--- src/nbi_pkg.sv ---
// Shared constants, codes and fixed-point helpers for the body integrator.
`timescale 1ns / 1ps
package nbi_pkg;

	localparam int FRAC_BITS   = 24;
	localparam int COORD_WIDTH = 64;
	localparam int LANES       = 3;

	localparam logic [63:0] CMAX_U = (64'd1 << (COORD_WIDTH - 1)) - 64'd1;
	localparam logic signed [63:0] CMAX = signed'(CMAX_U);
	localparam logic signed [63:0] CMIN = -CMAX - 64'sd1;
	localparam logic signed [63:0] SMAX = 64'sh7FFF_FFFF_FFFF_FFFF;
	localparam logic signed [63:0] SMIN = 64'sh8000_0000_0000_0000;
	localparam logic [62:0] M63 = '1;
	localparam logic [62:0] ONE_FIX = 63'd1 << FRAC_BITS;

	localparam logic [2:0] FN_LOAD    = 3'd0;
	localparam logic [2:0] FN_CLEAR   = 3'd1;
	localparam logic [2:0] FN_ADD     = 3'd2;
	localparam logic [2:0] FN_ADVANCE = 3'd3;
	localparam logic [2:0] FN_LATCH   = 3'd4;

	localparam logic [1:0] STAT_OK   = 2'd0;
	localparam logic [1:0] STAT_SKIP = 2'd1;
	localparam logic [1:0] STAT_SAT  = 2'd2;

	localparam logic [1:0] REG_GRAV = 2'd0;
	localparam logic [1:0] REG_DT   = 2'd1;

	typedef struct packed {
		logic signed [63:0] val;
		logic               sat;
	} sval_t;

	function automatic logic [63:0] mag64(input logic signed [63:0] v);
		return v[63] ? (~v + 64'd1) : v;
	endfunction

	function automatic sval_t clamp65(input logic signed [64:0] a,
			input logic signed [63:0] lo, input logic signed [63:0] hi);
		sval_t r;
		logic signed [64:0] lo_x;
		logic signed [64:0] hi_x;
		lo_x = 65'(lo);
		hi_x = 65'(hi);
		if (a > hi_x) begin
			r.val = hi;
			r.sat = 1'b1;
		end else if (a < lo_x) begin
			r.val = lo;
			r.sat = 1'b1;
		end else begin
			r.val = a[63:0];
			r.sat = 1'b0;
		end
		return r;
	endfunction

	function automatic sval_t sat_add(input logic signed [63:0] a,
			input logic signed [63:0] b, input logic signed [63:0] lo,
			input logic signed [63:0] hi);
		logic signed [64:0] s;
		s = 65'(a) + 65'(b);
		return clamp65(s, lo, hi);
	endfunction

	function automatic sval_t sat_sub(input logic signed [63:0] a,
			input logic signed [63:0] b);
		logic signed [64:0] s;
		s = 65'(a) - 65'(b);
		return clamp65(s, SMIN, SMAX);
	endfunction

	// magnitude plus sign back to int64, clamping
	function automatic sval_t make_signed(input logic neg, input logic [127:0] m);
		sval_t r;
		logic [63:0] limit;
		limit = neg ? 64'h8000_0000_0000_0000 : 64'h7FFF_FFFF_FFFF_FFFF;
		if ((|m[127:64]) || (m[63:0] > limit)) begin
			r.val = neg ? SMIN : SMAX;
			r.sat = 1'b1;
		end else begin
			r.val = neg ? signed'(~m[63:0] + 64'd1) : signed'(m[63:0]);
			r.sat = 1'b0;
		end
		return r;
	endfunction

	function automatic logic [127:0] shl_frac(input logic [63:0] x);
		return {64'd0, x} << FRAC_BITS;
	endfunction

endpackage

--- src/nbi_mul.sv ---
// Unsigned 64x64 multiplier, one 32x32 partial product per cycle.
`timescale 1ns / 1ps
module nbi_mul import nbi_pkg::*; (
	input  logic         clk,
	input  logic         arst_n,
	input  logic         start,
	input  logic [63:0]  a,
	input  logic [63:0]  b,
	output logic         done,
	output logic [127:0] prod
);

	logic [63:0]  a_q, b_q;
	logic [127:0] prod_q;
	logic [1:0]   cnt_q;
	logic         busy_q, done_q;
	logic [31:0]  ah, bh;
	logic [63:0]  pp;
	logic [127:0] term;

	always_comb begin
		ah = cnt_q[1] ? a_q[63:32] : a_q[31:0];
		bh = cnt_q[0] ? b_q[63:32] : b_q[31:0];
		pp = {32'd0, ah} * {32'd0, bh};
		case (cnt_q)
			2'd0:    term = {64'd0, pp};
			2'd3:    term = {pp, 64'd0};
			default: term = {32'd0, pp, 32'd0};
		endcase
	end

	always_ff @(posedge clk or negedge arst_n) begin
		if (!arst_n) begin
			busy_q <= 1'b0;
			done_q <= 1'b0;
			cnt_q  <= '0;
		end else begin
			done_q <= 1'b0;
			if (start) begin
				busy_q <= 1'b1;
				cnt_q  <= '0;
			end else if (busy_q) begin
				cnt_q <= cnt_q + 2'd1;
				if (cnt_q == 2'd3) begin
					busy_q <= 1'b0;
					done_q <= 1'b1;
				end
			end
		end
	end

	always_ff @(posedge clk) begin
		if (start) begin
			a_q    <= a;
			b_q    <= b;
			prod_q <= '0;
		end else if (busy_q) begin
			prod_q <= prod_q + term;
		end
	end

	assign done = done_q;
	assign prod = prod_q;

endmodule

--- config.mk ---
export PLATFORM = sky130hd
export DESIGN_NAME = nbi_mul
export DESIGN_NICKNAME = d
export VERILOG_FILES = /design/src/nbi_pkg.sv /design/src/nbi_mul.sv
export SDC_FILE = /design/constraint.sdc
export NUM_CORES = 2
export LEC_CHECK = 0
export BUFFER_PORTS_ARGS = -buffer_cell sky130_fd_sc_hd__buf_2
export CAP_MARGIN = 10
export CORE_ASPECT_RATIO = 0.75
export CORE_UTILIZATION = 30
export CTS_BUF_LIST = sky130_fd_sc_hd__clkbuf_4 sky130_fd_sc_hd__clkbuf_8
export CTS_CLUSTER_SIZE = 40
export DETAILED_ROUTE_END_ITERATION = 12
export GPL_TIMING_DRIVEN = 0
export PLACE_DENSITY = 0.53
export SYNTH_ARGS = -nofsm -noshare
export SYNTH_HDL_FRONTEND = slang
export SYNTH_SLANG_ARGS = --single-unit
--- constraint.sdc ---
create_clock -name clk -period 10.5 [get_ports clk]
set_input_delay 0.525 -clock clk [delete_from_list [all_inputs] [get_ports clk]]
set_output_delay 0.525 -clock clk [all_outputs]
set_load 0.03 [all_outputs]
Word level (Yosys, flattened, before mapping)
Index checks and enable logic that the tools add are counted.

Bits in registers: 260. Word-level logic and storage cells: 23. Bits of input ports: 131. Output and inout bits: 129.

Eq/ne operators: 1. $mul: 1. Reduce and logical (&&, ||, !) cells: 2. $add $sub $neg: 2. Muxes and demuxes: 11.

Operators with widths (number): $pmux W128 S2 (1); $add A128 B128 Y128 (1); $mul A32 B32 Y64 (1); $mux W32 (2); $mux W1 (6); $mux W2 (2); $add A2 B1 Y2 const B (1); $eq A2 B2 Y1 const B (1); $logic_not A2 Y1 (1); $reduce_bool A2 Y1 (1).

Longest topological paths before layout
Depth after elaboration: 4. Gate-level depth with buffers: 46. Gate-level depth less buffers: 40.

Least setup slack after synthesis
No wires, ideal clock.

Kind: reg2reg. From: register cnt_q[1]. To: register prod_q[115] (netlist: prod[115]). Path slack: -0.768 ns. Required time: 10.378 ns. Library setup time: 0.122 ns. Period minus slack after synthesis: 11.268 ns. Cell stages (with the launch flop): 43. Data arrival time: 11.147 ns. Path buffers: 5. Cell sequence: dfrtp_1 -> clkbuf_1 -> clkbuf_1 -> buf_1 -> mux2i_1 -> clkbuf_1 -> nor2_1 -> fa_1 -> inv_1 -> fa_1 -> fa_1 -> fa_1 -> inv_1 -> fa_1 -> inv_1 -> fa_1 -> inv_1 -> fa_1 -> [7 not listed] -> nor3_1 -> o31ai_1 -> a31oi_1 -> o21ai_1 -> xnor2_1 -> a22o_1 -> ha_1 -> nand4_4 -> nor3_2 -> nand2_1 -> or2_0 -> or3_1 -> or3_1 -> a311o_2 -> a21oi_2 -> nor2_1 -> o2111a_1 -> a221o_1.

Word-level cells in the longest chain between the ends: 4. Elaborated cells between the ends (all ways): 6. Those cells by class: add/sub (1); mul (1); eq/ne (1); mux (2); reduce/logical (1).

Ends and longest elaborated chain: start: declaration (RTL line nbi_mul.sv:15) `logic [1:0] cnt_q;`; start signal: assignment (RTL line nbi_mul.sv:43) `cnt_q <= cnt_q + 2'd1;`; $mux W32 (RTL line nbi_mul.sv:22) `ah = cnt_q[1] ? a_q[63:32] : a_q[31:0];`; $mul A32 B32 Y64 (RTL line nbi_mul.sv:24) `pp = {32'd0, ah} * {32'd0, bh};`; $pmux W128 S2 (*) (RTL line nbi_mul.sv:25) `case (cnt_q)`; $add A128 B128 Y128 (*) (RTL line nbi_mul.sv:58) `prod_q <= prod_q + term;`; end signal: assignment (RTL line nbi_mul.sv:58); end: declaration (RTL line nbi_mul.sv:14) `logic [127:0] prod_q;`.

Every way passes the cells marked *; elsewhere a longest branch is shown, timed or not. A chain may end at the register's enable or synchronous reset.

Worst setup path after layout
From: register cnt_q[1]. To: register prod_q[123] (netlist: prod[123]).

The elaborated chain is that of the path after synthesis.

==> results.ini <==
[timing]
rsz0062_at_grt=yes
skew_ps=49.5
fin_tns_setup_ps=-59780
finalWorstSetupSlack_ps=-1260
max_freq_ghz=0.0850
maxSlewViolCount=0
slew_headroom_pct=15.4
post-route-period-util_pct=112
hold_violations=0
setup_viol=82
worst_slew_pin_slew_ps=1270
fin_crit_ps=11760

[grt]
grt_max_degree=70
antenna_found_initial=23
grt_usage_pct=27.9
grt_pass1_vias=46800
grt_pass1_wl_um=341000
grt_remaining_overflow=0

[yosys]
yosysSeqAreaShare_pct=12.8
synth_edf_count=128
synth_cells=5832
synth.area.top_cells=fa_1 35%, ha_1 9.8%, edfxtp_1 7.5%, inv_1 6.7%, nor2_1 6.1%
ys_async_sr_fraction_pct=1.54
synth_top_family_by_area=adder cells
ys.flop_type=edfxtp_1
synth-seq-cells=260
yosys.cell_types.count=99
synth_compound_area_share_pct=11.1
ys.warnings.count=0
synth-simple-area-share_pct=15.3
synthMuxAreaShare_pct=3.99
syn_area_um2=51000
synth_nets=7259
yosys.area.top_type_share_pct=35.2
synth_fa_ha_area_share_pct=45.0
syn_avg_cell_area_um2=8.74
synth_xor_area_share_pct=2.82
yosys.area.top_type=fa_1

[drt]
drt_first_pass_iters=10
vias=47500
via_per_inst=5.33
drtAntennaViolNets=0
wl_um=245000
drc=16
detail_route.wl_per_cell_um=27.4
drtIter0Drc=5182

[floorplan]
die_x_um=478
boundaryPins=260
die_h_um=359
rows=130
core-area_um2=168000
die-area_um2=172000
start_util_pct=30.3

[cts]
root_buffer=clkbuf_8
htreeDepth=2
clk_pin_slew_ps=70
cts_made_buffers=50
tritoncts=done
cts_sinks=260
cts_buffer_depth=3
insertion_delay_ps=780

[place]
place_congestion=1.02
port_buffers=259
post-place-ws_ps=-4660
place_inst=8350
dp_hpwl_um=197000

[final_layout]
drive_gt1_share_pct=23.2
syn_to_final_growth_pct=31.2
fin_nets=8047
stdcell_count=8919
fillers=17000
final_util_pct=39.8

[setup_path]
cp-start-kind=flip-flop
arrival_ps=12430
worst-path-buf-inv=9
critPathKind=reg2reg
cp_slowest_stage_delay_ps=600
cp-end-kind=flip-flop
critical_path.top_delay_family=adder cells
cp_max_fo=6
slowest_stage=fa_1
required_ps=11170
crit_top_cell=fa_1

[run]
drv_cap=0

[hold_path]
worstHoldPathType=in2async

[status]
violations=design-rule violations, negative setup slack
status=finished, violations left

-- routing by layer --
layer  up-vias  wire length, µm  global-route usage (%)
li1      20300                -                       -
met1     24300           105000                    39.9
met2      2507            97700                    38.5
met3       422            32400                    9.63
met4        16             9290                    9.11
met5         -              129                   0.166
-- what timing repair did --
item	in CTS	in global routing
buffers inserted	239	130
cloned	4	1
hold buffers	129	0
pin swaps	171	210
hold endpoints to repair	132	0
gates resized for setup	914	409
endpoints found under the setup margin	109	98
-- layout by cell type (no fill, tap or decap), drive strengths merged, types with 129 or more instances in the layout --
cell	n
ha	399
nor2	830
buf	695
a21oi	279
dlygate4sd3	129
a21o	135
inv	905
fa	897
nand2	670
clkbuf	274
o21ai	175
mux2i	130
-- worst reg2reg max path: cells and delay by family, from the launching register on --
kind	cells	cell delay, ps
fa+ha+maj	10	4780
flops	1	480
compound gates	12	2700
simple gates	9	2000
mux	1	330
buf+inv	9	1380
-- area by class of cell --
class / instances / area [µm²] / share of cell area [%]
plain buffers: 254 / 2450 / 3.66
inverters: 906 / 3400 / 5.09
well taps: 2244 / 2810 / 4.20
diodes: 16 / 40.0 / 0.0599
repair buffers: 770 / 6340 / 9.48
flip-flops and latches: 260 / 6510 / 9.73
clock inverters: 17 / 230 / 0.344
multi-input cells: 4378 / 44200 / 66.1
clock buffers: 74 / 912 / 1.36
-- path summary, 6_finish.rpt --
kind	endpoint	cells after the start	slack (ps)	startpoint
min reg2reg	prod[113]	2	480	prod[113]
max in group asynchronous	cnt_q[1]	2	10170	arst_n
max	prod[123]	41	-1260	cnt_q[1]
min	busy_q	2	150	arst_n
min in group clk	a_q[54]	1	260	start
max reg2reg	prod[123]	41	-1260	cnt_q[1]
-- metrics by stage --
step	instance area (µm²)	hold WS, ps
after floorplan	51200	229
after global placement	55300	369
after detailed placement	55500	369
after CTS	64300	76.2
after global routing	66900	124
final	66900	151
-- Yosys cell counts (all sizes together), types with 6 or more instances --
| library cell | count |
|---|---|
| nor2 | 830 |
| buf | 37 |
| ha | 399 |
| or3 | 17 |
| a21boi | 9 |
| a21oi | 279 |
| and4 | 11 |
| fa | 897 |
| xor2 | 63 |
| o211ai | 15 |
| nor4 | 9 |
| nor3 | 49 |
| xnor2 | 101 |
| a22o | 51 |
| or2 | 11 |
| o2111ai | 6 |
| dfxtp | 128 |
| o21bai | 51 |
| nand3 | 36 |
| nand2b | 20 |
| o31ai | 18 |
| o22ai | 7 |
| nor2b | 11 |
| a31oi | 23 |
| clkbuf | 251 |
| o21a | 26 |
| edfxtp | 128 |
| and3 | 20 |
| mux2i | 130 |
| nand2 | 670 |
| a21o | 135 |
| mux2 | 65 |
| and2 | 74 |
| nand4 | 73 |
| a221oi | 8 |
| o21ai | 175 |
| inv | 905 |
| a211oi | 19 |
-- state kept, by name, summed over array words and instances (netlist names) --
signal,cells
cnt_q,2
b_q,64
prod,128
busy_q,1
a_q,64
done,1
-- logic make-up after synthesis --
kind of cell             after synthesis
buffers and inverters               1194
adder cells (fa/ha/maj)             1296
XOR/XNOR                             164
AO/OA/AOI/OAI                        879
flip-flops                           260
AND/OR/NAND/NOR                     1844
multiplexers                         195
Power is not shown: default switching activity piles up to over one toggle a cycle in this logic, so the estimate is an artifact.
