[src/nbi_pkg.sv]
// Shared constants, codes and fixed-point helpers for the body integrator.
`timescale 1ns / 1ps
package nbi_pkg;

	localparam int FRAC_BITS   = 24;
	localparam int COORD_WIDTH = 64;
	localparam int LANES       = 3;

	localparam logic [63:0] CMAX_U = (64'd1 << (COORD_WIDTH - 1)) - 64'd1;
	localparam logic signed [63:0] CMAX = signed'(CMAX_U);
	localparam logic signed [63:0] CMIN = -CMAX - 64'sd1;
	localparam logic signed [63:0] SMAX = 64'sh7FFF_FFFF_FFFF_FFFF;
	localparam logic signed [63:0] SMIN = 64'sh8000_0000_0000_0000;
	localparam logic [62:0] M63 = '1;
	localparam logic [62:0] ONE_FIX = 63'd1 << FRAC_BITS;

	localparam logic [2:0] FN_LOAD    = 3'd0;
	localparam logic [2:0] FN_CLEAR   = 3'd1;
	localparam logic [2:0] FN_ADD     = 3'd2;
	localparam logic [2:0] FN_ADVANCE = 3'd3;
	localparam logic [2:0] FN_LATCH   = 3'd4;

	localparam logic [1:0] STAT_OK   = 2'd0;
	localparam logic [1:0] STAT_SKIP = 2'd1;
	localparam logic [1:0] STAT_SAT  = 2'd2;

	localparam logic [1:0] REG_GRAV = 2'd0;
	localparam logic [1:0] REG_DT   = 2'd1;

	typedef struct packed {
		logic signed [63:0] val;
		logic               sat;
	} sval_t;

	function automatic logic [63:0] mag64(input logic signed [63:0] v);
		return v[63] ? (~v + 64'd1) : v;
	endfunction

	function automatic sval_t clamp65(input logic signed [64:0] a,
			input logic signed [63:0] lo, input logic signed [63:0] hi);
		sval_t r;
		logic signed [64:0] lo_x;
		logic signed [64:0] hi_x;
		lo_x = 65'(lo);
		hi_x = 65'(hi);
		if (a > hi_x) begin
			r.val = hi;
			r.sat = 1'b1;
		end else if (a < lo_x) begin
			r.val = lo;
			r.sat = 1'b1;
		end else begin
			r.val = a[63:0];
			r.sat = 1'b0;
		end
		return r;
	endfunction

	function automatic sval_t sat_add(input logic signed [63:0] a,
			input logic signed [63:0] b, input logic signed [63:0] lo,
			input logic signed [63:0] hi);
		logic signed [64:0] s;
		s = 65'(a) + 65'(b);
		return clamp65(s, lo, hi);
	endfunction

	function automatic sval_t sat_sub(input logic signed [63:0] a,
			input logic signed [63:0] b);
		logic signed [64:0] s;
		s = 65'(a) - 65'(b);
		return clamp65(s, SMIN, SMAX);
	endfunction

	// magnitude plus sign back to int64, clamping
	function automatic sval_t make_signed(input logic neg, input logic [127:0] m);
		sval_t r;
		logic [63:0] limit;
		limit = neg ? 64'h8000_0000_0000_0000 : 64'h7FFF_FFFF_FFFF_FFFF;
		if ((|m[127:64]) || (m[63:0] > limit)) begin
			r.val = neg ? SMIN : SMAX;
			r.sat = 1'b1;
		end else begin
			r.val = neg ? signed'(~m[63:0] + 64'd1) : signed'(m[63:0]);
			r.sat = 1'b0;
		end
		return r;
	endfunction

	function automatic logic [127:0] shl_frac(input logic [63:0] x);
		return {64'd0, x} << FRAC_BITS;
	endfunction

endpackage

[src/nbi_div.sv]
// Restoring 128/64 divider, one quotient bit per cycle.
`timescale 1ns / 1ps
module nbi_div import nbi_pkg::*; (
	input  logic         clk,
	input  logic         arst_n,
	input  logic         start,
	input  logic [127:0] num,
	input  logic [63:0]  den,
	output logic         done,
	output logic [127:0] quot
);

	logic [127:0] n_q;
	logic [63:0]  rem_q, den_q, rem_nx;
	logic [6:0]   cnt_q;
	logic         busy_q, done_q, ge;
	logic [64:0]  rem_sh, diff;

	always_comb begin
		rem_sh = {rem_q, n_q[127]};
		ge     = rem_sh >= {1'b0, den_q};
		diff   = rem_sh - {1'b0, den_q};
		rem_nx = ge ? diff[63:0] : rem_sh[63:0];
	end

	always_ff @(posedge clk or negedge arst_n) begin
		if (!arst_n) begin
			busy_q <= 1'b0;
			done_q <= 1'b0;
			cnt_q  <= '0;
		end else begin
			done_q <= 1'b0;
			if (start) begin
				busy_q <= 1'b1;
				cnt_q  <= '0;
			end else if (busy_q) begin
				cnt_q <= cnt_q + 7'd1;
				if (cnt_q == 7'd127) begin
					busy_q <= 1'b0;
					done_q <= 1'b1;
				end
			end
		end
	end

	// quotient bits shift in behind the dividend
	always_ff @(posedge clk) begin
		if (start) begin
			n_q   <= num;
			rem_q <= '0;
			den_q <= den;
		end else if (busy_q) begin
			n_q   <= {n_q[126:0], ge};
			rem_q <= rem_nx;
		end
	end

	assign done = done_q;
	assign quot = n_q;

endmodule

[config.mk]
export PLATFORM = sky130hd
export DESIGN_NAME = nbi_div
export DESIGN_NICKNAME = d
export VERILOG_FILES = /design/src/nbi_pkg.sv /design/src/nbi_div.sv
export SDC_FILE = /design/constraint.sdc
export NUM_CORES = 1
export LEC_CHECK = 0
export ABC_AREA = 1
export CAP_MARGIN = 0
export CORE_MARGIN = 5
export CORE_UTILIZATION = 35
export DETAILED_ROUTE_END_ITERATION = 7
export DONT_BUFFER_PORTS = 1
export MAX_ROUTING_LAYER = met4
export PLACE_DENSITY = 0.46
export SLEW_MARGIN = 5
export SYNTH_ARGS = -nofsm -noshare
export SYNTH_HDL_FRONTEND = slang
export SYNTH_SLANG_ARGS = --single-unit
[constraint.sdc]
create_clock -name clk -period 6 [get_ports clk]
set_input_delay 0.9 -clock clk [delete_from_list [all_inputs] [get_ports clk]]
set_output_delay 0.9 -clock clk [all_outputs]
set_load 0.03 [all_outputs]
# [After elaboration in Yosys (flattened, before gate mapping)]
# Cells that the tools add are included.
[totals] regBits=265 out_inout_bits=129
[classes] add_sub_neg=2 magnitude_cmp=1 n_eq_ne=1 n_mux=11 n_reduce_logical=1
[ops] operator="128-bit 2-to-1 mux" count=2
[ops] operator="65-bit by 64-bit >= comparator with 1-bit output" count=1
[ops] operator="64-bit 2-to-1 mux" count=1
[ops] operator="64-bit subtractor" count=1
[ops] operator="7-bit 2-to-1 mux" count=2
[ops] operator="7-bit by 1-bit adder with 7-bit output (second input constant)" count=1
[ops] operator="7-bit == test (second input constant)" count=1
[ops] operator="1-bit 2-to-1 mux" count=6
[ops] operator="2-bit nonzero test" count=1

# [Logic depth before layout (Yosys ltp)]
[logic_depth] word_depth=4 ltp_mapped=19

# [Worst setup path before layout]
# Ideal clock, no wire load.
[synth_path] path_kind="input -> register" from="input port start" to="register n_q[0], in the netlist quot[0], enable pin" setup_time_ps=543 arrival_ps=5064 required_time_ps=5457 path_slack_ps=393 path_stages=4 cell_sequence="clkbuf_1 -> nor2_1 -> clkinv_1 -> clkbuf_1"
[synth_between] elab_chain_cells=1
[synth_rtl] element="from (decl)" line="nbi_div.sv:6" text="input logic start,"
[synth_rtl] element="2-bit nonzero test (no line)"
[synth_rtl] element="to (signal assigned)" line="nbi_div.sv:49" text="n_q <= num;"
[synth_rtl] element="to (signal assigned)" line="nbi_div.sv:53" text="n_q <= {n_q[126:0], ge};"
[synth_rtl] element="to (decl)" line="nbi_div.sv:13" text="logic [127:0] n_q;"
# Every way passes these cells.
# A chain may end at the register's enable or synchronous reset.

# [Worst setup path after layout]
[layout_path] from="register den_q[38]" to="register rem_q[11]"
[layout_between] elab_chain_cells=2
[layout_rtl] element="from (decl)" line="nbi_div.sv:14" text="logic [63:0] rem_q, den_q, rem_nx;"
[layout_rtl] element="from (signal assigned)" line="nbi_div.sv:51" text="den_q <= den;"
[layout_rtl] element="65-bit by 64-bit >= comparator with 1-bit output" line="nbi_div.sv:21" text="ge = rem_sh >= {1'b0, den_q};"
[layout_rtl] element="64-bit 2-to-1 mux" line="nbi_div.sv:23" text="rem_nx = ge ? diff[63:0] : rem_sh[63:0];"
[layout_rtl] element="to (signal assigned)" line="nbi_div.sv:54" text="rem_q <= rem_nx;"
[layout_rtl] element="to (decl)" line="nbi_div.sv:14"
# Every way passes these cells.

==> impl_metrics.json <==
{
  "areaGrowthSynthToFinish_pct": 9.50,
  "finish.net_count": 2693,
  "status": "finished clean",
  "post-route-drc-count": 0,
  "seqCellArea_um2": 7270,
  "max-vdd-ir-drop_v": 0.000194,
  "critPathArrivalTime_ns": 3.94,
  "worst_skew_pair.late_latency_ns": 0.55,
  "critPathMostFrequentCell": "nand2_1",
  "syn_inst": 2451,
  "drt.antenna.violating_nets": 0,
  "power-per-cell-area_nw_per_um2": 262,
  "design.portCount": 324,
  "critical_path_fanouts_max": 66,
  "multi_input_area_um2": 7800,
  "via_count_of_the_first_global_routing_pass": 14661,
  "fp.coreArea_um2": 48600,
  "totalNegativeSetupSlack_ns": 0,
  "htree_levels": 2,
  "worst_hold_path_type": "primary input to async pin",
  "max-cap-violations": 0,
  "cts.sink_count": 265,
  "clkTransAtPathRegs_ns": 0.06,
  "grt_remaining_overflow": 0,
  "timing.setup.critical_path_class": "flop to flop",
  "post_drt_via_cell_ratio": 4.77,
  "finalClockSkew_ns": 0.0307,
  "period_minus_slack_ns": 3.55,
  "tightest_slew_ns": 0.985,
  "synthesis.nets": 2712,
  "number_of_antenna_violations_at_the_first_check_in_global_routing": 5,
  "portBuffers": 0,
  "report.final.hold_viol_count": 0,
  "setup.worst_path.start_class": "flop",
  "timing.critical_path.cells": "inv_1 > ha_1 > nand2_1 > nor2_2 > nand2_1 > nor2_1 > and3_2 > nand2_4 > nand2_4 > nand2_1 > nand3_1 > o21ai_0",
  "length_of_the_first_detailed_routing_pass_in_iterations": 4,
  "tritoncts": "done",
  "syn-cell-area_um2": 17100,
  "largest_net_degree_at_the_start_of_global_routing": 199,
  "post-dp-hpwl_um": 44000,
  "post_cts_setup_driven_buffer_insertion_count": 0,
  "maxSlewViolCount": 0,
  "timing.slew.headroom": 0.343,
  "ctsLongestPathBuffers": 3,
  "gpl.final_weighted_congestion": 0.946,
  "dr_total_vias": 14725,
  "critPathSlowestCell": "nand2_4",
  "initial_util": 0.351,
  "cts_buffers": 35,
  "reg2regPathDepth": 12,
  "synth_cell_types": 41,
  "detail_route.wirelength_um": 57200,
  "fmax_ghz": 0.282,
  "cts_repair_resize_count": 0,
  "drive_gt1_frac": 0.0419,
  "ys_seq_elements": 265,
  "yosys_warnings": 0,
  "wire_per_inst_um": 18.5,
  "fillers": 5258,
  "grt_use_total": 0.215,
  "cts-root-buf": "clkbuf_16",
  "kind_of_capture_point_of_the_worst_setup_path": "flop",
  "die_width_um": 231,
  "syn_area_per_cell_um2": 6.97,
  "setup_viol": 0,
  "rr_startpoint": "den_q[38]",
  "cellLeakagePower_nw": 9.90,
  "r2r_slack_ns": 2.45,
  "wire_length_of_the_first_global_routing_pass_um": 86900,
  "timing.final.crit_share": 0.592,
  "initialDrtViolationCount": 830,
  "synth-seq-area-share": 0.425,
  "rr_endpoint": "rem_q[11]",
  "die_area_um2": 53400,
  "std_cell_rows": 81,
  "cp_data_required_time_ns": 6.39,
  "grt_setup_unrepaired": "no",
  "die_height_um": 231,
  "cpPeakStageDelay_ns": 0.78,
  "timing.hold.ws_ns": 0.0510
}
[cells by family (layout without fill, tap and decap cells)]
kind of cell	count (synthesis)	in the layout	share of synthesized area
fa+ha+maj	66	66	0.0488
flops	265	265	0.425
xor+xnor	31	31	0.0159
compound gates	115	115	0.0370
buf+inv	510	517	0.119
other cells	0	4	0
simple gates	1464	1464	0.354
[routing by layer]
layer,global-route usage,part of all wire
met5,-,0
met4,0.0457,0.018
met3,0.0496,0.066
met2,0.348,0.46
met1,0.279,0.45
[layout make-up]
| type | instances | area share |
|---|---|---|
| Antenna cell | 4 | 0.000535 |
| Tap cell | 622 | 0.0416 |
| Clock inverter | 15 | 0.00889 |
| Clock buffer | 48 | 0.0510 |
| Timing Repair Buffer | 6 | 0.00254 |
| Multi-Input combinational cell | 1676 | 0.417 |
| Inverter | 448 | 0.0902 |
| Sequential cell | 265 | 0.389 |
[worst max-delay path by stage]
stage	from	end	slack, ns	depth (start not counted)
2_1_floorplan	start	quot[0]	0.39	4
3_3_place_gp	den_q[1]	rem_q[8]	2.44	15
3_5_place_dp	den_q[38]	rem_q[11]	2.37	12
4_1_cts	den_q[38]	rem_q[49]	2.34	12
5_1_grt	den_q[38]	rem_q[49]	2.08	12
6_report	den_q[38]	rem_q[11]	2.45	12
[worst max-delay path: cells and delay by family (launching register included)]
family | cells | cell delay, ns
fa+ha+maj | 1 | 0.36
buf+inv | 1 | 0.04
compound gates | 1 | 0.09
simple gates | 9 | 2.43
flops | 1 | 0.34
[cells in the mapped netlist, drive strengths merged]
master / number / area (um^2)
a21o: 2 / 15.0
fa: 1 / 20.0
a211oi: 1 / 7.51
nor3: 22 / 110
xor2: 3 / 26.3
o21a: 1 / 7.51
a31oi: 1 / 6.26
clkbuf: 32 / 120
nand3: 151 / 806
a22o: 1 / 8.76
dfxtp: 64 / 1280
clkinv: 1 / 3.75
dfrtp: 9 / 225
nand4: 16 / 100
nor4: 2 / 12.5
nand2: 1121 / 4250
xnor2: 28 / 245
and2: 4 / 25.0
o21bai: 11 / 93.8
nand3b: 34 / 255
ha: 65 / 813
buf: 30 / 234
nor2: 112 / 478
and3: 1 / 7.51
or2: 1 / 6.26
a21oi: 54 / 274
edfxtp: 192 / 5770
o21ai: 44 / 220
inv: 447 / 1680
[cell usage in the layout (no fill, tap or decap), types with 2 or more instances in the layout]
master / netlist / final
a21o_1: 2 / 2
a21oi_1: 53 / 53
and2_1: 4 / 4
buf_4: 6 / 5
bufinv_16: 0 / 3
clkbuf_1: 32 / 10
clkbuf_16: 0 / 35
clkbuf_8: 0 / 3
clkinv_1: 1 / 4
clkinv_2: 0 / 6
dfrtp_1: 9 / 9
dfxtp_1: 64 / 64
diode_2: 0 / 4
edfxtp_1: 192 / 192
ha_1: 65 / 65
inv_1: 441 / 441
inv_2: 6 / 5
inv_6: 0 / 2
nand2_1: 1110 / 1110
nand2_2: 9 / 9
nand2_4: 2 / 2
nand3_1: 141 / 141
nand3_2: 10 / 10
nand3b_1: 34 / 34
nand4_1: 16 / 16
nor2_1: 97 / 95
nor2_2: 11 / 11
nor2_4: 4 / 6
nor3_1: 22 / 22
nor4_1: 2 / 2
o21ai_0: 26 / 26
o21ai_1: 18 / 18
o21bai_1: 10 / 10
xnor2_1: 28 / 28
xor2_1: 3 / 3
[stage by stage]
stage	area [um^2]	power, mW	instances	util	worst slack, ns
detailed placement	17600	2.87	3016	0.361	2.37
global placement	17600	2.87	3016	0.361	2.44
floorplan	17100	2.73	2451	-	0.393
CTS	18700	4.99	3080	0.385	2.34
finish	18700	4.90	3084	0.385	2.45
global route	18700	5.14	3084	0.385	2.08
[power by group]
part	internal (mW)	switching (mW)	leakage, nW	total (mW)
clock	1.25	0.822	0.547	2.07
combinational	0.157	0.312	6.68	0.469
sequential	2.11	0.250	2.67	2.36
total	3.52	1.38	9.90	4.90
[flip-flops by register name, indices dropped and copies added (netlist names)]
| register | flops |
|---|---|
| busy_q | 1 |
| cnt_q | 7 |
| den_q | 64 |
| quot | 128 |
| done | 1 |
| rem_q | 64 |
[timing repair]
| item | 4_1_cts | 5_1_grt |
|---|---|---|
| endpoints found under the setup margin | 0 | 0 |
| hold endpoints to repair | 1 | 0 |
| hold buffers | 1 | 0 |
No activity file was read; power rests on OpenSTA's default activity.
