`src/nbi_pkg.sv`:
```
// Shared constants, codes and fixed-point helpers for the body integrator.
`timescale 1ns / 1ps
package nbi_pkg;

	localparam int FRAC_BITS   = 24;
	localparam int COORD_WIDTH = 64;
	localparam int LANES       = 3;

	localparam logic [63:0] CMAX_U = (64'd1 << (COORD_WIDTH - 1)) - 64'd1;
	localparam logic signed [63:0] CMAX = signed'(CMAX_U);
	localparam logic signed [63:0] CMIN = -CMAX - 64'sd1;
	localparam logic signed [63:0] SMAX = 64'sh7FFF_FFFF_FFFF_FFFF;
	localparam logic signed [63:0] SMIN = 64'sh8000_0000_0000_0000;
	localparam logic [62:0] M63 = '1;
	localparam logic [62:0] ONE_FIX = 63'd1 << FRAC_BITS;

	localparam logic [2:0] FN_LOAD    = 3'd0;
	localparam logic [2:0] FN_CLEAR   = 3'd1;
	localparam logic [2:0] FN_ADD     = 3'd2;
	localparam logic [2:0] FN_ADVANCE = 3'd3;
	localparam logic [2:0] FN_LATCH   = 3'd4;

	localparam logic [1:0] STAT_OK   = 2'd0;
	localparam logic [1:0] STAT_SKIP = 2'd1;
	localparam logic [1:0] STAT_SAT  = 2'd2;

	localparam logic [1:0] REG_GRAV = 2'd0;
	localparam logic [1:0] REG_DT   = 2'd1;

	typedef struct packed {
		logic signed [63:0] val;
		logic               sat;
	} sval_t;

	function automatic logic [63:0] mag64(input logic signed [63:0] v);
		return v[63] ? (~v + 64'd1) : v;
	endfunction

	function automatic sval_t clamp65(input logic signed [64:0] a,
			input logic signed [63:0] lo, input logic signed [63:0] hi);
		sval_t r;
		logic signed [64:0] lo_x;
		logic signed [64:0] hi_x;
		lo_x = 65'(lo);
		hi_x = 65'(hi);
		if (a > hi_x) begin
			r.val = hi;
			r.sat = 1'b1;
		end else if (a < lo_x) begin
			r.val = lo;
			r.sat = 1'b1;
		end else begin
			r.val = a[63:0];
			r.sat = 1'b0;
		end
		return r;
	endfunction

	function automatic sval_t sat_add(input logic signed [63:0] a,
			input logic signed [63:0] b, input logic signed [63:0] lo,
			input logic signed [63:0] hi);
		logic signed [64:0] s;
		s = 65'(a) + 65'(b);
		return clamp65(s, lo, hi);
	endfunction

	function automatic sval_t sat_sub(input logic signed [63:0] a,
			input logic signed [63:0] b);
		logic signed [64:0] s;
		s = 65'(a) - 65'(b);
		return clamp65(s, SMIN, SMAX);
	endfunction

	// magnitude plus sign back to int64, clamping
	function automatic sval_t make_signed(input logic neg, input logic [127:0] m);
		sval_t r;
		logic [63:0] limit;
		limit = neg ? 64'h8000_0000_0000_0000 : 64'h7FFF_FFFF_FFFF_FFFF;
		if ((|m[127:64]) || (m[63:0] > limit)) begin
			r.val = neg ? SMIN : SMAX;
			r.sat = 1'b1;
		end else begin
			r.val = neg ? signed'(~m[63:0] + 64'd1) : signed'(m[63:0]);
			r.sat = 1'b0;
		end
		return r;
	endfunction

	function automatic logic [127:0] shl_frac(input logic [63:0] x);
		return {64'd0, x} << FRAC_BITS;
	endfunction

endpackage

```
`src/nbi_sqrt.sv`:
```
// Integer square root of a 128-bit value, two radicand bits per cycle.
`timescale 1ns / 1ps
module nbi_sqrt import nbi_pkg::*; (
	input  logic         clk,
	input  logic         arst_n,
	input  logic         start,
	input  logic [127:0] rad,
	output logic         done,
	output logic [63:0]  root
);

	logic [127:0] s_q;
	logic [65:0]  rem_q;
	logic [63:0]  root_q;
	logic [5:0]   cnt_q;
	logic         busy_q, done_q, ge;
	logic [67:0]  rem_sh, trial, diff;

	always_comb begin
		rem_sh = {rem_q, s_q[127:126]};
		trial  = {2'b00, root_q, 2'b01};
		ge     = rem_sh >= trial;
		diff   = rem_sh - trial;
	end

	always_ff @(posedge clk or negedge arst_n) begin
		if (!arst_n) begin
			busy_q <= 1'b0;
			done_q <= 1'b0;
			cnt_q  <= '0;
		end else begin
			done_q <= 1'b0;
			if (start) begin
				busy_q <= 1'b1;
				cnt_q  <= '0;
			end else if (busy_q) begin
				cnt_q <= cnt_q + 6'd1;
				if (cnt_q == 6'd63) begin
					busy_q <= 1'b0;
					done_q <= 1'b1;
				end
			end
		end
	end

	always_ff @(posedge clk) begin
		if (start) begin
			s_q    <= rad;
			rem_q  <= '0;
			root_q <= '0;
		end else if (busy_q) begin
			s_q    <= {s_q[125:0], 2'b00};
			rem_q  <= ge ? diff[65:0] : rem_sh[65:0];
			root_q <= {root_q[62:0], ge};
		end
	end

	assign done = done_q;
	assign root = root_q;

endmodule

```
`config.mk`:
```
export PLATFORM = sky130hd
export DESIGN_NAME = nbi_sqrt
export DESIGN_NICKNAME = d
export VERILOG_FILES = /design/src/nbi_pkg.sv /design/src/nbi_sqrt.sv
export SDC_FILE = /design/constraint.sdc
export NUM_CORES = 1
export LEC_CHECK = 0
export BUFFER_PORTS_ARGS = -buffer_cell sky130_fd_sc_hd__buf_4
export CAP_MARGIN = 20
export CORE_AREA = 8 8 188 154
export DETAILED_ROUTE_END_ITERATION = 16
export DIE_AREA = 0 0 196 162
export GPL_ROUTABILITY_DRIVEN = 0
export PLACE_DENSITY_LB_ADDON = 0.3
export SLEW_MARGIN = 30
export SYNTH_ARGS = -nofsm -noshare
export SYNTH_HDL_FRONTEND = slang
export SYNTH_SLANG_ARGS = --single-unit
```
`constraint.sdc`:
```
create_clock -name clk -period 4.55 [get_ports clk]
set_clock_uncertainty 0.15 [all_clocks]
set_input_delay 0.2275 -clock clk [delete_from_list [all_inputs] [get_ports clk]]
set_output_delay 0.2275 -clock clk [all_outputs]
set_load 0.01 [all_outputs]
```
# ---- Yosys cells after proc, flatten, opt, wreduce, memory -nomap -nowiden
# Cells that the tools add are included.
dict set report totals {
  regBits 266
  in_bits 131
  out_inout_bits 65
  wordCells 22
}
dict set report classes {
  addsub 2
  magnitude_cmp 1
  eq_ne 1
  mux 11
  reduce_logical 1
}
# cell count
set op_table {}
lappend op_table {{2-to-1 mux 128 bit} 2}
lappend op_table {{greater-or-equal comparator 68 x 66 -> 1 bit} 1}
lappend op_table {{2-to-1 mux 66 bit} 1}
lappend op_table {{subtractor 66 bit} 1}
lappend op_table {{2-to-1 mux 6 bit} 2}
lappend op_table {{adder 6 x 1 -> 6 bit, second input constant} 1}
lappend op_table {{== test 6 bit, second input constant} 1}
lappend op_table {{2-to-1 mux 1 bit} 6}
lappend op_table {{nonzero test 2 bit} 1}

# ---- Logic depth before layout (Yosys ltp)
# Gate-level depths: netlist of the first run.
dict set report logic_depth {
  word_depth 4
  depth_mapped 16
}

# ---- Worst setup path before layout of the first run
# OpenSTA, ideal clock, no wires.
dict set report synth_timing {
  path_type {input port to flip-flop}
  from {input port start}
  to {register s_q[0], enable pin}
  setup_time_ns 0.480
  arrival_ns 3.342
  required_ns 3.920
  setup_slack_ns 0.578
  stages 4
  n_path_buf 2
  cell_sequence {clkbuf_1 nor2_1 clkbuf_1 inv_1}
}
dict set report synth_via {
  elab_chain_cells 1
}
# element line_no
set synth_rtl {}
lappend synth_rtl {{start, declared} nbi_sqrt.sv:6} ;# input logic start,
lappend synth_rtl {{nonzero test 2 bit (no source line)} -}
lappend synth_rtl {{end signal, assigned} nbi_sqrt.sv:48} ;# s_q <= rad;
lappend synth_rtl {{end signal, assigned} nbi_sqrt.sv:52} ;# s_q <= {s_q[125:0], 2'b00};
lappend synth_rtl {{end, declared} nbi_sqrt.sv:12} ;# logic [127:0] s_q;
# No other way between the ends.
# A chain may end at the register's enable or synchronous reset.

# ---- Worst setup path in the final report of the first run
dict set report layout_timing {
  from {register root_q[35] (netlist: root[35])}
  to {register rem_q[58]}
}
dict set report layout_via {
  elab_chain_cells 2
  elab_cells_between_ends 3
  cone_classes {add/sub (1); order compare (1); mux (1)}
}
# element line_no
set layout_rtl {}
lappend layout_rtl {{start, declared} nbi_sqrt.sv:14} ;# logic [63:0] root_q;
lappend layout_rtl {{start signal, assigned} nbi_sqrt.sv:54} ;# root_q <= {root_q[62:0], ge};
lappend layout_rtl {{subtractor 66 bit or greater-or-equal comparator 68 x 66 -> 1 bit (tied branches)} {nbi_sqrt.sv:23, nbi_sqrt.sv:22}}
lappend layout_rtl {{2-to-1 mux 66 bit *} nbi_sqrt.sv:53} ;# rem_q <= ge ? diff[65:0] : rem_sh[65:0];
lappend layout_rtl {{end signal, assigned} nbi_sqrt.sv:53}
lappend layout_rtl {{end, declared} nbi_sqrt.sv:13} ;# logic [65:0] rem_q;
# Mark *: on every way between the ends. The rest lies on a longest branch, timed or not.

==> out/metrics.cfg, run 1 <==
[logic_synthesis]
yosys_warnings=0
async_reset_ff_share_pct=3.01
ys.flop_type=dfxtp_1
synth-edff-count=128
synth-seq-cells=266
syn_nets=1695
netlist_area_mm2=0.0151
yosysSeqAreaShare_pct=44.1
yosysUniqueCellTypes=76
avgSynthCellArea_um2=10.1
syn_inst=1497

[sta]
hold_viol=0
fin_crit_sh_pct=88.7
hold_slack_ps=263
min_period_ps=4030
max_freq_mhz=248
report.final.slew_viol_count=0
rsz0062_at_grt=false
final.setup.worst_slack_ps=516
worst_slew_pin_slew_ps=955
setup_viol=0
setup_tns_ps=0
max_slew_margin_pct=36.3

[cts]
cts.clk_slew.worst_paths_ps=70
cts.sink_count=266
cts_tree=done
root_buffer=clkbuf_16
h-tree-depth=1
cts_setup_buffers=0
clk_latency_ps=580
cts_buffer_depth=3
cts_buffers=28

[detailed_routing]
drc=0
wirelength_um=44900
via_per_inst=6.00
wl_per_cell_um=21.0
drt_iter0_drc=1325
ant_nets=0
dr.pass1.iters=6
vias=12800

[finish]
layout_commonest_cell=buf_4
fillerInstances=1678
drive_above_1_share_pct=23.1
fin_nets=1978
seqCellArea_mm2=0.00665
final_util_pct=73.6
syn_to_final_growth_pct=26.3
multi_input_area_mm2=0.00773
stdcell_area_mm2=0.0190
final_cells=2136
layout_common_cells=buf_4 (205), nor2_1 (172), dlygate4sd3_1 (130), dfxtp_1 (130), edfxtp_1 (128)

[die]
initial_utilization_pct=58.3
ios=196
die_w_um=196
core_area_mm2=0.0259
rows=53
die_area_mm2=0.0318
die_h_um=162

[power]
clkPwrFrac_pct=21.9
irDropWorstVdd_v=0.000440
p_sw_mw=4.74
swShare_pct=40.4
power.total_mw=11.7
pwr-share-comb_pct=51.1
power_density_mw_per_mm2=616
p_int_mw=6.99
power_frac_seq_pct=27.0
power.leakage_nw=8.38

[setup_path]
path_class=reg2reg
crit_required_ps=4820
cp-end-kind=flip-flop
startpoint_type=flip-flop
crit_arrival_ps=4300
path_max_fanout=10

[placement]
port_buffers=195
post-dp-hpwl_um=26600
place_area_mm2=0.0167
dp_slack_ps=605
dp.cells=1950

[global_routing]
grt_pass1_wl_um=71000
grt_usage_pct=27.4
antenna_found_initial=4
grt_remaining_overflow=0
grt_pass1_vias=12600
grt_max_degree=125

[status]
run_status=complete, no violations

[flow_run]
maxCapViolCount=0

[worst_hold_path]
hp-class=in2reg

worst max-delay path: stages, from the launching register on:
cell and delay, ps:
dfxtp_1 390, inv_1 70, ha_1 470, nand4_1 180, nor3_1 470, nand4_1 260, nor4_1 360, nor4b_1 100
o21ai_1 310, a21o_2 240, nand2_1 230, a2111oi_0 550, nor3_1 110
power groups by stage:
stage,logic [mW],registers [mW],clock network (mW)
2_1_floorplan,4.58,3.10,0
4_1_cts,5.83,3.13,2.55
3_5_place_dp,5.68,3.17,0
6_report,5.99,3.17,2.57
3_3_place_gp,5.58,3.15,0
5_1_grt,6.53,3.19,2.68
registers in the layout, summed over array words and instances (netlist names):
name    flops
done        1
busy_q      1
s_q       128
root       64
rem_q      66
cnt_q       6
routing by layer:
| layer | track usage, % | up-vias | part of all wire, % |
|---|---|---|---|
| li1 | - | 5994 | - |
| met1 | 37.1 | 6145 | 44 |
| met2 | 44.0 | 591 | 45 |
| met3 | 6.37 | 82 | 8.9 |
| met4 | 6.91 | 0 | 2.5 |
| met5 | 0 | - | 0 |
Yosys cell counts (6+ instances only):
| cell | number | area share (%) |
|---|---|---|
| buf_2 | 9 | 0.30 |
| and3_1 | 9 | 0.37 |
| nor3_1 | 18 | 0.60 |
| o21ai_1 | 19 | 0.63 |
| o211ai_1 | 6 | 0.30 |
| a22oi_1 | 9 | 0.45 |
| ha_1 | 67 | 5.6 |
| dfxtp_1 | 130 | 17 |
| xnor2_1 | 37 | 2.1 |
| o21bai_1 | 12 | 0.60 |
| edfxtp_1 | 128 | 25 |
| dfrtp_1 | 8 | 1.3 |
| inv_1 | 84 | 2.1 |
| mux2_2 | 126 | 9.4 |
| mux2i_1 | 101 | 6.7 |
| o21ai_0 | 54 | 1.8 |
| nand2b_1 | 6 | 0.25 |
| and2_1 | 7 | 0.29 |
| o21a_1 | 7 | 0.35 |
| a21o_1 | 26 | 1.3 |
| nand2_1 | 84 | 2.1 |
| nand3_1 | 19 | 0.63 |
| buf_1 | 9 | 0.22 |
| or3_1 | 6 | 0.25 |
| nor2b_1 | 8 | 0.33 |
| nand4_1 | 24 | 1.0 |
| clkbuf_1 | 57 | 1.4 |
| xor2_1 | 23 | 1.3 |
| a211oi_1 | 43 | 2.1 |
| a31oi_1 | 12 | 0.50 |
| buf_6 | 6 | 0.45 |
| a21oi_1 | 84 | 2.8 |
| nor2_1 | 173 | 4.3 |
cells by family (layout without fill, tap and decap cells):
| family | count (synthesis) | count (layout) | synth area share [%] |
|---|---|---|---|
| AO/OA/AOI/OAI | 329 | 329 | 14.5 |
| XOR/XNOR | 60 | 60 | 3.48 |
| adder cells (fa/ha/maj) | 67 | 67 | 5.56 |
| buffers and inverters | 169 | 474 | 4.68 |
| flip-flops | 266 | 266 | 44.1 |
| multiplexers | 228 | 228 | 16.2 |
| other | 0 | 4 | 0 |
| AND/OR/NAND/NOR | 378 | 378 | 11.5 |
final timing paths:
| kind | start | endpoint | slack [ps] | depth (start not counted) |
|---|---|---|---|---|
| worst max-delay path | root[35] | rem_q[58] | 520 | 12 |
| worst min-delay path | start | root[4] | 260 | 2 |
| worst max register to register | root[35] | rem_q[58] | 520 | 12 |
| worst min register to register | rem_q[37] | rem_q[37] | 320 | 2 |
| max in group asynchronous | arst_n | busy_q | 3420 | 3 |
| min in group asynchronous | arst_n | cnt_q[4] | 520 | 3 |
cell type report:
cell class                      count  area share (%)
Timing Repair Buffer              338            15.2
Inverter                           84            1.67
Clock inverter                     16            1.18
Multi-Input combinational cell   1062            40.6
Antenna cell                        4          0.0526
Sequential cell                   266            34.9
Clock buffer                       36            4.22
Tap cell                          330            2.17
timing repair:
item	in CTS	in global routing
endpoints found under the hold margin	136	0
gates resized for setup	0	0
hold buffers	130	0
No activity file was read; power rests on OpenSTA's default activity.
==> run 2, diff against run 1 <==
==> constraint.sdc (replaced) <==
create_clock -name clk -period 4.55 [get_ports clk]
set_clock_uncertainty 0.15 [all_clocks]
set_input_delay 0.455 -clock clk [delete_from_list [all_inputs] [get_ports clk]]
set_output_delay 0.455 -clock clk [all_outputs]
set_load 0.01 [all_outputs]
==> run 2 against run 1 <==
Non-clock buffer count fell by 128. Power is 3.6% lower. Combinational power is 3% lower. Worst setup slack got worse by 110 ps. Die area did not move. Cell count decreased by 6.2%. Register-to-register slack lost 110 ps. Maximum frequency fell by 2.8%. Largest power group unchanged. Highest routed layer unchanged.
==> out/metrics.cfg, run 2 (same netlist as run 1, synthesis figures left out) <==
[power]
p_sw_mw=4.52  ; -4.7%
power_frac_seq_pct=27.7  ; +0.7 points
irDropWorstVdd_v=0.000383  ; -13%
power_density_mw_per_mm2=640  ; +3.8%
pwr-share-comb_pct=51.5  ; +0.4 points
clkPwrFrac_pct=20.8  ; -1.1 points
p_int_mw=6.79  ; -2.9%
power.leakage_nw=7.81  ; -6.9%
power.total_mw=11.3  ; -3.6%
swShare_pct=40.0  ; -0.43 points

[global_routing]
grt_pass1_wl_um=60400  ; -15%
grt_remaining_overflow=0  ; unchanged
grt_max_degree=126  ; +0.80%
antenna_found_initial=0  ; -4
grt_usage_pct=22.9  ; -4.5 points
grt_pass1_vias=11700  ; -7.7%

[setup_path]
endpoint=rem_q[24]
r2r_end=rem_q[24]
crit_arrival_ps=4440  ; +140 ps
crit_required_ps=4850  ; +30 ps
path_class=reg2reg
r2r_slack_ps=400  ; -110 ps
cp-end-kind=flip-flop
startpoint=root[35]
r2r-start=root[35]
path_max_fanout=21  ; +11
rr_worst_depth=12  ; unchanged
startpoint_type=flip-flop

[finish]
drive_above_1_share_pct=24.9  ; +1.8 points
antenna_cells=0  ; -4
layout_common_cells=buf_4 (206), nor2_1 (172), dfxtp_1 (130)
layout_commonest_cell=buf_4
syn_to_final_growth_pct=17.2
fin_nets=1850  ; -6.5%
largest_register_ff_count=128  ; unchanged
largest_register=s_q

[sta]
min_period_ps=4150  ; +115 ps
hold_viol=0  ; unchanged
report.final.slew_viol_count=0  ; unchanged
max_freq_mhz=241  ; -2.8%
setup_viol=0  ; unchanged
worst_slew_pin_slew_ps=916  ; -38.8 ps
fin_crit_sh_pct=91.2  ; +2.5 points
max_slew_margin_pct=38.9  ; +2.6 points
setup_tns_ps=0  ; unchanged
final.setup.worst_slack_ps=402  ; -115 ps
rsz0062_at_grt=false

[die]
ios=196  ; unchanged
die_area_mm2=0.0318  ; unchanged
rows=53  ; unchanged
core_area_mm2=0.0259  ; unchanged
die_h_um=162  ; unchanged
initial_utilization_pct=58.3  ; unchanged
die_w_um=196  ; unchanged

[detailed_routing]
vias=11700  ; -8.5%
wirelength_um=37600  ; -16%
wl_per_cell_um=18.8  ; -11%
drc=0  ; unchanged
via_per_inst=5.85  ; -2.4%
ant_nets=0  ; unchanged
drt_iter0_drc=966  ; -27%
dr.pass1.iters=5  ; -1
drt-met1-wl_um=16400  ; -16%
wl_met2_um=16400  ; -18%
highest_layer=met4
wl_met3_um=4100  ; +3.1%

[cts]
root_buffer=clkbuf_16
cts.sink_count=266  ; unchanged
clk_latency_ps=570  ; about the same
cts.repair.resized=0  ; unchanged
cts_setup_buffers=0  ; unchanged
cts_buffer_depth=3  ; unchanged
h-tree-depth=1  ; unchanged
cts_buffers=28  ; unchanged
cts_tree=done
ctsHoldBuffers=1  ; -99%
cts.clk_slew.worst_paths_ps=60  ; about the same

[placement]
dp_slack_ps=542  ; -62.9 ps
post-dp-hpwl_um=27200  ; +2.1%
port_buffers=195  ; unchanged

[flow_run]
maxCapViolCount=0  ; unchanged

[status]
run_status=complete, no violations

[worst_hold_path]
hp-class=in2reg

[run 2: cell count changes in the layout (fill, tap and decap cells not counted), sizes merged]
cell	delta
clkinv	-6
clkinvlp	+2
buf	+1
diode	-4
clkbuf	+5
bufinv	-2
dlygate4sd3	-129
[run 2: cell type report]
cell class              count  area [um2]
well taps                 330         413
inverters                  84         318
multi-input cells        1062        7730
clock buffers              41         815
fillers                  1998        8180
repair buffers            210        1610
flip-flops and latches    266        6650
clock inverters            10         141
[run 2: critical path: stages, from the launching register on]
cell and delay, ps:
dfxtp_1 400, inv_1 80, ha_1 460, nand4_1 180, nor3_1 480, nand4_1 250
nor4_1 460, nor4b_1 100, o21ai_1 310, a21o_2 250, buf_4 340, mux2_1 370
a211oi_2 220
[run 2: per-stage QoR]
stage,util [%],cells,instance area (um2),hold WS [ps]
after floorplan,-,1497,15100,9.41
after global placement,64.6,1951,16700,127
after detailed placement,64.6,1951,16700,132
after CTS,68.4,2003,17700,10.8
after global routing,68.4,2003,17700,10.7
final,68.4,2003,17700,32.4
[run 2: how the worst min path moves through the flow]
stage | start | end | slack, ps | depth (start not counted)
2_1_floorplan | arst_n | busy_q | 9 | 0
3_3_place_gp | arst_n | cnt_q[1] | 130 | 1
3_5_place_dp | arst_n | cnt_q[1] | 130 | 1
4_1_cts | rad[1] | s_q[1] | 10 | 2
5_1_grt | rad[43] | s_q[43] | 10 | 2
6_report | rad[1] | s_q[1] | 30 | 2
[run 2: power by group through the flow]
stage	Combinational (mW)	Clock, mW	Sequential, mW
finish	5.83	2.35	3.13
global route	6.38	2.48	3.17
CTS	5.73	2.39	3.13
detailed placement	5.68	0	3.17
global placement	5.59	0	3.15
floorplan	4.58	0	3.10
[run 2: routing by layer]
metal  GRT usage, %  vias to the layer above
met5              0                        -
met4           4.88                        0
met3           9.59                       42
met2           35.3                      395
met1           29.8                     5545
li1               -                     5741
